[src/rtl/tlbpt_pkg.sv]
// Shared types, constants and helpers of the TLB and page-table translator.
package tlbpt_pkg;

	localparam int PAGE_NUM_W = 8;
	localparam int OFFSET_W   = 8;
	localparam int ADDR_W     = 16;
	// Number of distinct values an 8-bit page number or offset can take.
	localparam int FIELD_SPAN = 256;

	localparam int DEF_TLB_ENTRIES = 16;
	localparam int DEF_PAGE_COUNT  = 256;
	localparam int DEF_FRAME_COUNT = 256;
	localparam int DEF_PAGE_BYTES  = 256;

	typedef struct packed {
		logic [PAGE_NUM_W-1:0] page_number;
		logic [OFFSET_W-1:0]   page_offset;
	} in_item_t;

	typedef struct packed {
		logic [ADDR_W-1:0] physical_address;
		logic              tlb_hit;
		logic              page_fault;
		logic              out_of_frames;
	} out_item_t;

	// Reduce an 8-bit value modulo a constant of at least 16: the quotient
	// stays below 16, so four conditional subtracts of shifted copies do it.
	function automatic logic [PAGE_NUM_W-1:0] reduce_mod(
		input logic [PAGE_NUM_W-1:0] value,
		input int                    modulus
	);
		int rem;
		rem = int'(value);
		for (int k = 3; k >= 0; k--) begin
			if (rem >= (modulus << k)) begin
				rem = rem - (modulus << k);
			end
		end
		return PAGE_NUM_W'(rem);
	endfunction

endpackage

[src/rtl/tlb_page_table_translator_top.sv]
// Top level of the TLB and page-table address translator with demand paging.
//
// Channels: req carries a page number and a byte offset (req_valid/req_stall);
// rsp carries the physical address and the hit, fault and out-of-frames flags
// (rsp_valid/rsp_stall). An item moves when valid is high and stall is low.
// Flow: an accepted item enters the decide stage and its page-table RAM read
// is registered; the decide stage compares the TLB, decides, writes the RAM
// back and registers the result in the output register once that register
// is free. A new item is not accepted while one sits in the decide stage,
// so a read always sees the previous write and no forwarding is needed.
// Stall: a stalled result holds in the output register; the item behind it
// holds in the decide stage, commits no state, and req_stall stays high.
// Reset: TLB entries and page residency bits clear at once, the fill pointer
// and free-frame counter go to zero; frame RAM contents are only read for
// resident pages, so they need no clearing pass.
module tlb_page_table_translator_top import tlbpt_pkg::*; #(
	parameter int TLB_ENTRIES = DEF_TLB_ENTRIES,
	parameter int PAGE_COUNT  = DEF_PAGE_COUNT,
	parameter int FRAME_COUNT = DEF_FRAME_COUNT,
	parameter int PAGE_BYTES  = DEF_PAGE_BYTES
) (
	input  logic      clk,
	input  logic      arst_n,
	input  logic      req_valid,
	output logic      req_stall,
	input  in_item_t  req,
	output logic      rsp_valid,
	input  logic      rsp_stall,
	output out_item_t rsp
);

	// Only pages an 8-bit page number can reach are stored.
	localparam int PAGE_DEPTH = (PAGE_COUNT < FIELD_SPAN) ? PAGE_COUNT : FIELD_SPAN;
	localparam int PAGE_W     = $clog2(PAGE_DEPTH);
	localparam int BYTE_SPAN  = (PAGE_BYTES < FIELD_SPAN) ? PAGE_BYTES : FIELD_SPAN;
	localparam int OFS_W      = $clog2(BYTE_SPAN);
	localparam int FRAME_W    = $clog2(FRAME_COUNT);
	localparam int NFF_W      = $clog2(FRAME_COUNT + 1);

	// Stage 1: item in the decide stage.
	logic               s1_valid_q;
	logic [PAGE_W-1:0]  page_s1;
	logic [OFS_W-1:0]   offset_s1;

	// Page table: frame RAM plus residency bits in flops.
	logic [FRAME_W-1:0]    table_frames_mem [PAGE_DEPTH];
	logic [FRAME_W-1:0]    tbl_rdata_q;
	logic [PAGE_DEPTH-1:0] page_valid_q;
	logic [NFF_W-1:0]      next_free_q;

	// Output register.
	logic               rsp_valid_q;
	logic [FRAME_W-1:0] rsp_frame_q;
	logic [OFS_W-1:0]   rsp_offset_q;
	logic               rsp_hit_q;
	logic               rsp_fault_q;
	logic               rsp_oof_q;

	logic               accept;
	logic               commit;
	logic [PAGE_W-1:0]  req_page;
	logic [OFS_W-1:0]   req_offset;
	logic               tlb_hit;
	logic [FRAME_W-1:0] tlb_frame;
	logic               page_resident;
	logic               frames_used_up;
	logic               do_fault;
	logic               do_oof;
	logic               fill_en;
	logic [FRAME_W-1:0] sel_frame;
	logic [31:0]        addr_full;

	assign req_stall = s1_valid_q;
	assign accept    = req_valid && !s1_valid_q;
	assign commit    = s1_valid_q && (!rsp_valid_q || !rsp_stall);

	assign req_page   = PAGE_W'(reduce_mod(req.page_number, PAGE_COUNT));
	assign req_offset = OFS_W'(reduce_mod(req.page_offset, PAGE_BYTES));

	tlbpt_tlb #(
		.ENTRIES (TLB_ENTRIES),
		.TAG_W   (PAGE_W),
		.FRAME_W (FRAME_W)
	) u_tlb (
		.clk         (clk),
		.arst_n      (arst_n),
		.lookup_page (page_s1),
		.hit         (tlb_hit),
		.hit_frame   (tlb_frame),
		.fill_en     (fill_en),
		.fill_page   (page_s1),
		.fill_frame  (sel_frame)
	);

	// Decide: TLB hit, page-table hit, fault with a free frame, or no frame left.
	always_comb begin
		page_resident  = page_valid_q[page_s1];
		frames_used_up = (next_free_q == NFF_W'(FRAME_COUNT));
		do_fault       = !tlb_hit && !page_resident && !frames_used_up;
		do_oof         = !tlb_hit && !page_resident && frames_used_up;
		fill_en        = commit && !tlb_hit && !do_oof;
		if (tlb_hit) begin
			sel_frame = tlb_frame;
		end else if (page_resident) begin
			sel_frame = tbl_rdata_q;
		end else if (frames_used_up) begin
			sel_frame = '0;
		end else begin
			sel_frame = next_free_q[FRAME_W-1:0];
		end
	end

	always_ff @(posedge clk or negedge arst_n) begin
		if (!arst_n) begin
			s1_valid_q   <= 1'b0;
			rsp_valid_q  <= 1'b0;
			page_valid_q <= '0;
			next_free_q  <= '0;
		end else begin
			if (accept) begin
				s1_valid_q <= 1'b1;
			end else if (commit) begin
				s1_valid_q <= 1'b0;
			end
			if (commit) begin
				rsp_valid_q <= 1'b1;
			end else if (!rsp_stall) begin
				rsp_valid_q <= 1'b0;
			end
			// Mark the page resident and advance the free-frame counter.
			if (commit && do_fault) begin
				page_valid_q[page_s1] <= 1'b1;
				next_free_q           <= next_free_q + 1'b1;
			end
		end
	end

	// Payload registers and the frame RAM: no reset needed.
	always_ff @(posedge clk) begin
		if (accept) begin
			page_s1     <= req_page;
			offset_s1   <= req_offset;
			tbl_rdata_q <= table_frames_mem[req_page];
		end
		if (commit && do_fault) begin
			table_frames_mem[page_s1] <= sel_frame;
		end
		if (commit) begin
			rsp_frame_q  <= sel_frame;
			rsp_offset_q <= do_oof ? '0 : offset_s1;
			rsp_hit_q    <= tlb_hit;
			rsp_fault_q  <= do_fault;
			rsp_oof_q    <= do_oof;
		end
	end

	// Frame times page size plus offset, low bits kept.
	assign addr_full = 32'(rsp_frame_q) * 32'(PAGE_BYTES) + 32'(rsp_offset_q);

	assign rsp_valid                 = rsp_valid_q;
	assign rsp.physical_address      = addr_full[ADDR_W-1:0];
	assign rsp.tlb_hit               = rsp_hit_q;
	assign rsp.page_fault            = rsp_fault_q;
	assign rsp.out_of_frames         = rsp_oof_q;

endmodule

[src/rtl/tlbpt_tlb.sv]
// Fully associative TLB: parallel tag compare and FIFO-order refill.
module tlbpt_tlb import tlbpt_pkg::*; #(
	parameter int ENTRIES = DEF_TLB_ENTRIES,
	parameter int TAG_W   = PAGE_NUM_W,
	parameter int FRAME_W = 8
) (
	input  logic               clk,
	input  logic               arst_n,
	input  logic [TAG_W-1:0]   lookup_page,
	output logic               hit,
	output logic [FRAME_W-1:0] hit_frame,
	input  logic               fill_en,
	input  logic [TAG_W-1:0]   fill_page,
	input  logic [FRAME_W-1:0] fill_frame
);

	localparam int IDX_W = $clog2(ENTRIES);

	logic [TAG_W-1:0]   tags_q   [ENTRIES];
	logic [FRAME_W-1:0] frames_q [ENTRIES];
	logic [ENTRIES-1:0] valid_q;
	logic [IDX_W-1:0]   fill_ptr_q;

	// Lowest-numbered matching entry wins: scan downwards, last match sticks.
	always_comb begin
		hit       = 1'b0;
		hit_frame = '0;
		for (int i = ENTRIES - 1; i >= 0; i--) begin
			if (valid_q[i] && (tags_q[i] == lookup_page)) begin
				hit       = 1'b1;
				hit_frame = frames_q[i];
			end
		end
	end

	always_ff @(posedge clk or negedge arst_n) begin
		if (!arst_n) begin
			valid_q    <= '0;
			fill_ptr_q <= '0;
		end else if (fill_en) begin
			valid_q[fill_ptr_q] <= 1'b1;
			if (fill_ptr_q == IDX_W'(ENTRIES - 1)) begin
				fill_ptr_q <= '0;
			end else begin
				fill_ptr_q <= fill_ptr_q + 1'b1;
			end
		end
	end

	always_ff @(posedge clk) begin
		if (fill_en) begin
			tags_q[fill_ptr_q]   <= fill_page;
			frames_q[fill_ptr_q] <= fill_frame;
		end
	end

endmodule

[config.mk]
export PLATFORM = sky130hd
export DESIGN_NAME = tlb_page_table_translator_top
export DESIGN_NICKNAME = d
export VERILOG_FILES = /design/src/rtl/tlbpt_pkg.sv /design/src/rtl/tlb_page_table_translator_top.sv /design/src/rtl/tlbpt_tlb.sv
export SDC_FILE = /design/constraint.sdc
export NUM_CORES = 2
export LEC_CHECK = 0
export ABC_AREA = 1
export BUFFER_PORTS_ARGS = -buffer_cell sky130_fd_sc_hd__buf_2
export CORE_ASPECT_RATIO = 2
export CORE_MARGIN = 5
export CORE_UTILIZATION = 50
export CTS_CLUSTER_DIAMETER = 200
export DETAILED_ROUTE_END_ITERATION = 8
export HOLD_SLACK_MARGIN = 0.1
export PLACE_DENSITY = 0.65
export SETUP_SLACK_MARGIN = 0.2
export SLEW_MARGIN = 5
export SYNTH_ARGS = -nofsm -noshare
export SYNTH_HDL_FRONTEND = slang
export SYNTH_SLANG_ARGS = --single-unit
[constraint.sdc]
create_clock -name clk -period 11.6 [get_ports clk]
set_input_delay 0.58 -clock clk [delete_from_list [all_inputs] [get_ports clk]]
set_output_delay 0.58 -clock clk [all_outputs]
set_load 0.05 [all_outputs]
; ---- After elaboration in Yosys (flattened, before gate mapping)
; Memory sizes are Yosys's and may differ from the RTL's. A register that Yosys moved wholly into a read port is not among the register bits.
; Cells that the tools add are included.
[op_classes]
mul = 0
n_eq_ne = 19
bitwise = 2
div = 0
n_shift = 0
order_cmp = 4
mux = 50
addsub = 3
reduce_logical = 35
[op_table]
columns = op, n
row1 = bitwise OR 256 bit, 1
row2 = two-way mux 8 bit, 19
row3 = equality test 8 bit, 16
row4 = two-way mux 1 bit, 27
row5 = logical AND 1 bit, 26
row6 = adder 16 x 8 -> 16 bit, 1
row7 = bitwise OR 16 bit, 1
row8 = "adder 9 x 1 -> 9 bit, second input constant", 1
row9 = "equality test 9 bit, second input constant", 1
row10 = "less-than comparator 8 x 9 -> 1 bit, second input constant", 1
row11 = binary-select mux 1 bit (select 8 bit), 1
row12 = demux 1 bit (select 8 bit), 1
row13 = "greater-or-equal comparator 8 x 1 -> 1 bit, second input constant", 1
row14 = zero test 1 bit, 7
row15 = "less-than comparator 4 x 5 -> 1 bit, second input constant", 1
row16 = "adder 4 x 1 -> 4 bit, second input constant", 1
row17 = demux 1 bit (select 4 bit), 1
row18 = "equality test 4 bit, second input constant", 1
row19 = "greater-or-equal comparator 4 x 1 -> 1 bit, second input constant", 1
row20 = two-way mux 4 bit, 1
row21 = "inequality test 2 x 1 -> 1 bit, second input constant", 1
row22 = nonzero test 2 bit, 1
row23 = logical OR 1 bit, 1
[word_totals]
romBits = 0
latch_bits = 0
elab_cells = 129
memories = 3
mem_bits_rw = 2304
reg_bits = 322
[memory_table]
columns = memory, depth, width, read_ports, rd_ports_with_merged_regs, wr, line_no
row1 = table_frames_mem, 256, 8, 1, 1, 1, tlb_page_table_translator_top.sv:46  ; logic [FRAME_W-1:0] table_frames_mem [PAGE_DEPTH];
row2 = u_tlb.frames_q, 16, 8, 16, 0, 1, tlbpt_tlb.sv:20  ; logic [FRAME_W-1:0] frames_q [ENTRIES];
row3 = u_tlb.tags_q, 16, 8, 16, 0, 1, tlbpt_tlb.sv:19  ; logic [TAG_W-1:0] tags_q [ENTRIES];

; ---- Depth between registers and ports, before layout
[logic_depth]
ltp_word = 25
depth_mapped = 26

; ---- Modules after synthesis
; A second synthesis with hierarchy kept.
[hier_totals]
cells_unflattened = 9390
hier_area_um2 = 108636.7
[by_module_without_submodules]
columns = mod, area_each_um2, cells_each, n_inst, seq_area_each_um2
row1 = tlb_page_table_translator_top, 96331.1, 8277, 1, 69471.6
row2 = tlbpt_tlb, 12305.6, 1113, 1, 8187.9

; ---- Worst setup path before layout
; OpenSTA, ideal clock, no wires.
[synth_path]
path_type = reg2reg
start = register page_s1[3]
end = register rsp_frame_q[3], data pin
required_ns = 10.733
path_stages_with_launch = 22
setup_time_ns = 0.867
synth_period_minus_slack_ns = 6.654
path_slack_ns = 4.946
n_path_buf = 3
arrival_ns = 5.787
cell_sequence = edfxtp_1 > inv_1 > buf_2 > buf_2 > nand2_1 > nand2_1 > nor2_1 > nand4_1 > nor4_1 > buf_2 > nand2_1 > nand2_1 > inv_1 > nand2_1 > nand2_1 > nand2_1 > nand2_1 > nand2_1 > nand2_1 > nand2_1 > nand2_1 > nand2_1
[synth_between]
elab_chain_len = 19
elab_cells_between_ends = 68
[synth_rtl]
columns = element, line_no
row1 = "start, declared", tlb_page_table_translator_top.sv:42  ; logic [PAGE_W-1:0] page_s1;
row2 = "start signal, assigned", tlb_page_table_translator_top.sv:141  ; page_s1 <= req_page;
row3 = equality test 8 bit, tlbpt_tlb.sv:29  ; if (valid_q[i] && (tags_q[i] == lookup_page)) begin
row4 = logical AND 1 bit, tlbpt_tlb.sv:29
row5 = two-way mux 8 bit / two-way mux 1 bit (equally long branches) (16 in series), tlbpt_tlb.sv:29
row6 = two-way mux 8 bit (*), tlb_page_table_translator_top.sv:102  ; if (tlb_hit) begin
row7 = via sel_frame[3], tlb_page_table_translator_top.sv:70  ; logic [FRAME_W-1:0] sel_frame;
row8 = "end signal, assigned", tlb_page_table_translator_top.sv:149  ; rsp_frame_q <= sel_frame;
row9 = "end, declared", tlb_page_table_translator_top.sv:53  ; logic [FRAME_W-1:0] rsp_frame_q;
; Mark *: on every way through the listed nets, which the timed path passes. The rest lies on a longest branch. The select of a mux whose other input is x is not followed.
; A chain may end at the register's enable or synchronous reset.

; ---- Worst setup path in the final report
[layout_path]
start = register page_s1[1]
end = memory table_frames_mem[121][7], data pin
[layout_between]
elab_chain_len = 19
elab_cells_between_ends = 68
[layout_rtl]
columns = element, line_no
row1 = equality test 8 bit, tlbpt_tlb.sv:29
row2 = logical AND 1 bit, tlbpt_tlb.sv:29
row3 = two-way mux 8 bit / two-way mux 1 bit (equally long branches) (16 in series), tlbpt_tlb.sv:29
row4 = two-way mux 8 bit (*), tlb_page_table_translator_top.sv:102
row5 = via sel_frame[7], tlb_page_table_translator_top.sv:70
row6 = "end, declared", tlb_page_table_translator_top.sv:46
; Marked as above.

==> flow_metrics.py <==
metrics = {
    "sta": {
        "fin_crit_sh_pct": 54.0,
        "whs_ns": 0.150,
        "final_hold_viol_count": 0,
        "skew_ns": 0.0495,
        "finalCriticalPeriod_ns": 6.26,
        "finalSetupViolations": 0,
        "relSlewSlack_pct": 17.4,
        "fmax_mhz": 160,
        "rsz0062_at_grt": "false",
        "worst_slew_pin_slew_ns": 1.24,
        "fin_tns_setup_ns": 0,
        "drv_slew": 0,
    },
    "pwr": {
        "total_power_uw": 23500,
        "p_comb_share_pct": 15.9,
        "swShare_pct": 28.3,
        "netSwitchingPower_uw": 6660,
        "ir_worst_vdd_uv": 241,
        "power.internal_uw": 16900,
        "p_per_area_nw_per_um2": 204,
        "p_seq_share_pct": 52.2,
        "p_leak_uw": 0.0392,
        "pwr-share-clk_pct": 31.9,
    },
    "floorplanning": {
        "core-area_um2": 211000,
        "io_pins": 41,
        "fp.dieH_um": 661,
        "die_area_um2": 222000,
        "start_util_pct": 50.1,
        "die_width_um": 335,
        "rows": 239,
    },
    "status": {
        "status": "complete, no violations",
    },
    "placement": {
        "io_buffers": 40,
        "hpwl_um": 178000,
        "gp_congestion": 0.963,
    },
    "cells_and_area": {
        "drive_above_1_share_pct": 6.47,
        "area_growth_pct": 9.02,
        "regArea_um2": 77700,
        "multi_input_area_um2": 24500,
        "fin_util_pct": 54.6,
        "nets": 8398,
        "fill_cells": 17185,
    },
    "detailed_routing": {
        "vias_per_cell": 6.18,
        "firstDrtPassIters": 6,
        "routedWlPerCell_um": 26.8,
        "ant_nets": 0,
        "wirelength_um": 304000,
        "first_iter_violations": 7246,
        "drc": 0,
        "num_vias": 69914,
    },
    "clocking": {
        "post_cts_buffers": 0,
        "cts_tree": "yes",
        "cts.clk_slew.worst_paths_ns": 0.07,
        "clock_tree.root_cell": "clkbuf_16",
        "insertion_delay_ns": 0.88,
        "cts_buffers": 216,
        "htree_num_levels": 4,
        "cts_sinks": 2634,
        "clk_path_buf_depth": 4,
    },
    "worst_setup_path": {
        "cp.required_ns": 12.08,
        "startpoint_type": "flip-flop",
        "path_max_fanout": 103,
        "arrival_ns": 6.74,
        "critPathKind": "reg2reg",
        "cp-end-kind": "flip-flop",
    },
    "min_path": {
        "hp-class": "in2reg",
    },
    "synthesis": {
        "syn_area_per_cell_um2": 12.3,
        "yosysUniqueCellTypes": 50,
        "synth_fp_nets": 8635,
        "async_reset_ff_share_pct": 10.9,
        "synth_ff_type": "edfxtp_1",
        "ys_ff_latch": 2634,
        "ys_seq_area_share_pct": 73.4,
        "ys_warn_count": 0,
        "synthesis.area_um2": 106000,
        "synth_edf_count": 2347,
        "synthCells": 8609,
    },
    "grt": {
        "grt_pass1_vias": 69081,
        "grt_antenna_before_repair": 6,
        "grt_first_pass_wirelength_um": 446000,
        "gr-total-overflow": 0,
        "grt_max_degree": 205,
        "grt_util_all_layers_pct": 26.7,
    },
    "run": {
        "drv_cap": 0,
    },
}
-- layout by cell type (no fill, tap or decap), drive strengths merged, types with 8 or more instances in the layout --
| cell | count |
|---|---|
| bufinv | 27 |
| buf | 153 |
| a22oi | 54 |
| a22o | 12 |
| o21ai | 1506 |
| edfxtp | 2347 |
| o221ai | 54 |
| xor2 | 12 |
| clkinvlp | 14 |
| clkbuf | 264 |
| nor4 | 8 |
| dfrtp | 287 |
| nor2 | 1840 |
| a221oi | 8 |
| dlygate4sd3 | 11 |
| clkinv | 84 |
| nand4 | 19 |
| a21oi | 74 |
| nor3 | 25 |
| o32ai | 31 |
| nand3 | 40 |
| or2 | 14 |
| o22ai | 668 |
| o21bai | 128 |
| nand2 | 492 |
| xnor2 | 19 |
| inv | 328 |
-- layout make-up --
type	count	share of cell area [%]
sequential	2634	67.3
multi-input combinational	5030	21.2
clock buffer	264	5.01
tap	2771	3.00
clock inverter	127	1.18
timing repair buffer	164	1.17
inverter	326	1.08
antenna	3	0.00651
-- metal layers --
layer / wire length [um] / GRT usage [%]
met5: 26 / 0
met4: 20300 / 15.6
met3: 21500 / 3.40
met2: 154000 / 46.4
met1: 108000 / 32.0
-- power groups by stage --
stage	Clock, uW	Combinational, uW	Sequential (uW)
2_1_floorplan	0	1820	13000
3_3_place_gp	0	3660	12500
5_1_grt	7970	3970	12300
6_report	7510	3740	12300
3_5_place_dp	0	3730	12500
4_1_cts	7580	3740	12300
-- through the flow --
step | worst slack (ns) | std cells | cell area [um^2]
after floorplan | 4.95 | 8609 | 106000
after global placement | 5.49 | 10914 | 108000
after detailed placement | 5.44 | 10914 | 108000
after CTS | 5.40 | 11316 | 115000
after global routing | 4.92 | 11317 | 115000
final | 5.34 | 11319 | 115000
-- path summary, 6_finish.rpt --
kind	from	endpoint	slack (ns)	depth (start not counted)
setup / recovery	page_s1[1]$_DFFE_PP_	table_frames_mem[121][7]$_DFFE_PP_	5.34	21
hold / removal	req[9]	page_s1[1]$_DFFE_PP_	0.15	1
setup reg to reg	page_s1[1]$_DFFE_PP_	table_frames_mem[121][7]$_DFFE_PP_	5.34	21
hold reg to reg	u_tlb.valid_q[2]$_DFFE_PN0P_	u_tlb.valid_q[2]$_DFFE_PN0P_	0.46	2
max in group asynchronous	arst_n	page_valid_q[133]$_DFFE_PN0P_	9.59	3
min in group asynchronous	arst_n	page_valid_q[16]$_DFFE_PN0P_	0.48	2
-- registers in the layout, summed over array words and instances (netlist names) --
register	cells
rsp_oof_q	1
u_tlb.valid_q	16
offset_s1	8
rsp_offset_q	8
page_valid_q	256
u_tlb.frames_q	128
req_stall	1
tbl_rdata_q	8
table_frames_mem	2048
page_s1	8
next_free_q	9
u_tlb.tags_q	128
rsp_valid	1
rsp_frame_q	8
rsp_hit_q	1
u_tlb.fill_ptr_q	4
rsp_fault_q	1
-- cells in the mapped netlist (9+ instances only) --
cell | n | area, um^2
nand3_1 | 38 | 190
nor2_1 | 1834 | 6880
inv_1 | 318 | 1190
o21bai_1 | 128 | 961
or2_2 | 14 | 87.6
nand2_1 | 481 | 1810
a22oi_1 | 54 | 405
buf_1 | 11 | 41.3
a21oi_1 | 74 | 370
o21ai_0 | 1401 | 7010
nand2_4 | 10 | 113
xnor2_1 | 19 | 166
o221ai_1 | 54 | 473
buf_2 | 53 | 265
clkbuf_1 | 521 | 1960
nand4_1 | 18 | 113
xor2_1 | 12 | 105
buf_4 | 9 | 67.6
o21ai_1 | 105 | 526
o22ai_1 | 668 | 4180
edfxtp_1 | 2347 | 70500
buf_6 | 24 | 270
nor3_1 | 24 | 120
o32ai_1 | 31 | 272
dfrtp_1 | 287 | 7180
a22o_1 | 12 | 105
-- kinds of logic after synthesis --
group / after synthesis / share of synthesized area (%)
AO/OA/AOI/OAI: 2550 / 13.7
buffers and inverters: 945 / 3.63
AND/OR/NAND/NOR: 2443 / 8.98
flip-flops: 2634 / 73.4
XOR/XNOR: 31 / 0.257
adder cells (fa/ha/maj): 6 / 0.0709
-- critical path, stage by stage, from the launching register on --
cell	delay, ns
edfxtp_1	0.36
buf_4	0.26
inv_2	0.49
nor2_2	0.20
clkinv_2	0.07
buf_4	0.61
o221ai_1	0.20
nand2_1	0.11
nand2_1	0.09
nor2_1	0.13
nor2_1	0.05
nor2_1	0.14
nand2_1	0.08
nand2_1	0.07
nand2_1	0.12
nor2_4	0.30
nand2_1	0.10
o21ai_0	0.20
inv_1	0.10
nand2_4	0.18
buf_4	0.80
buf_4	1.02
-- what timing repair did --
| item | in CTS | in global routing |
|---|---|---|
| hold buffers | 11 | 0 |
| hold endpoints to repair | 115 | 0 |
| gates resized for setup | 0 | 0 |
Note: power is estimated with default switching activity, not from simulation.
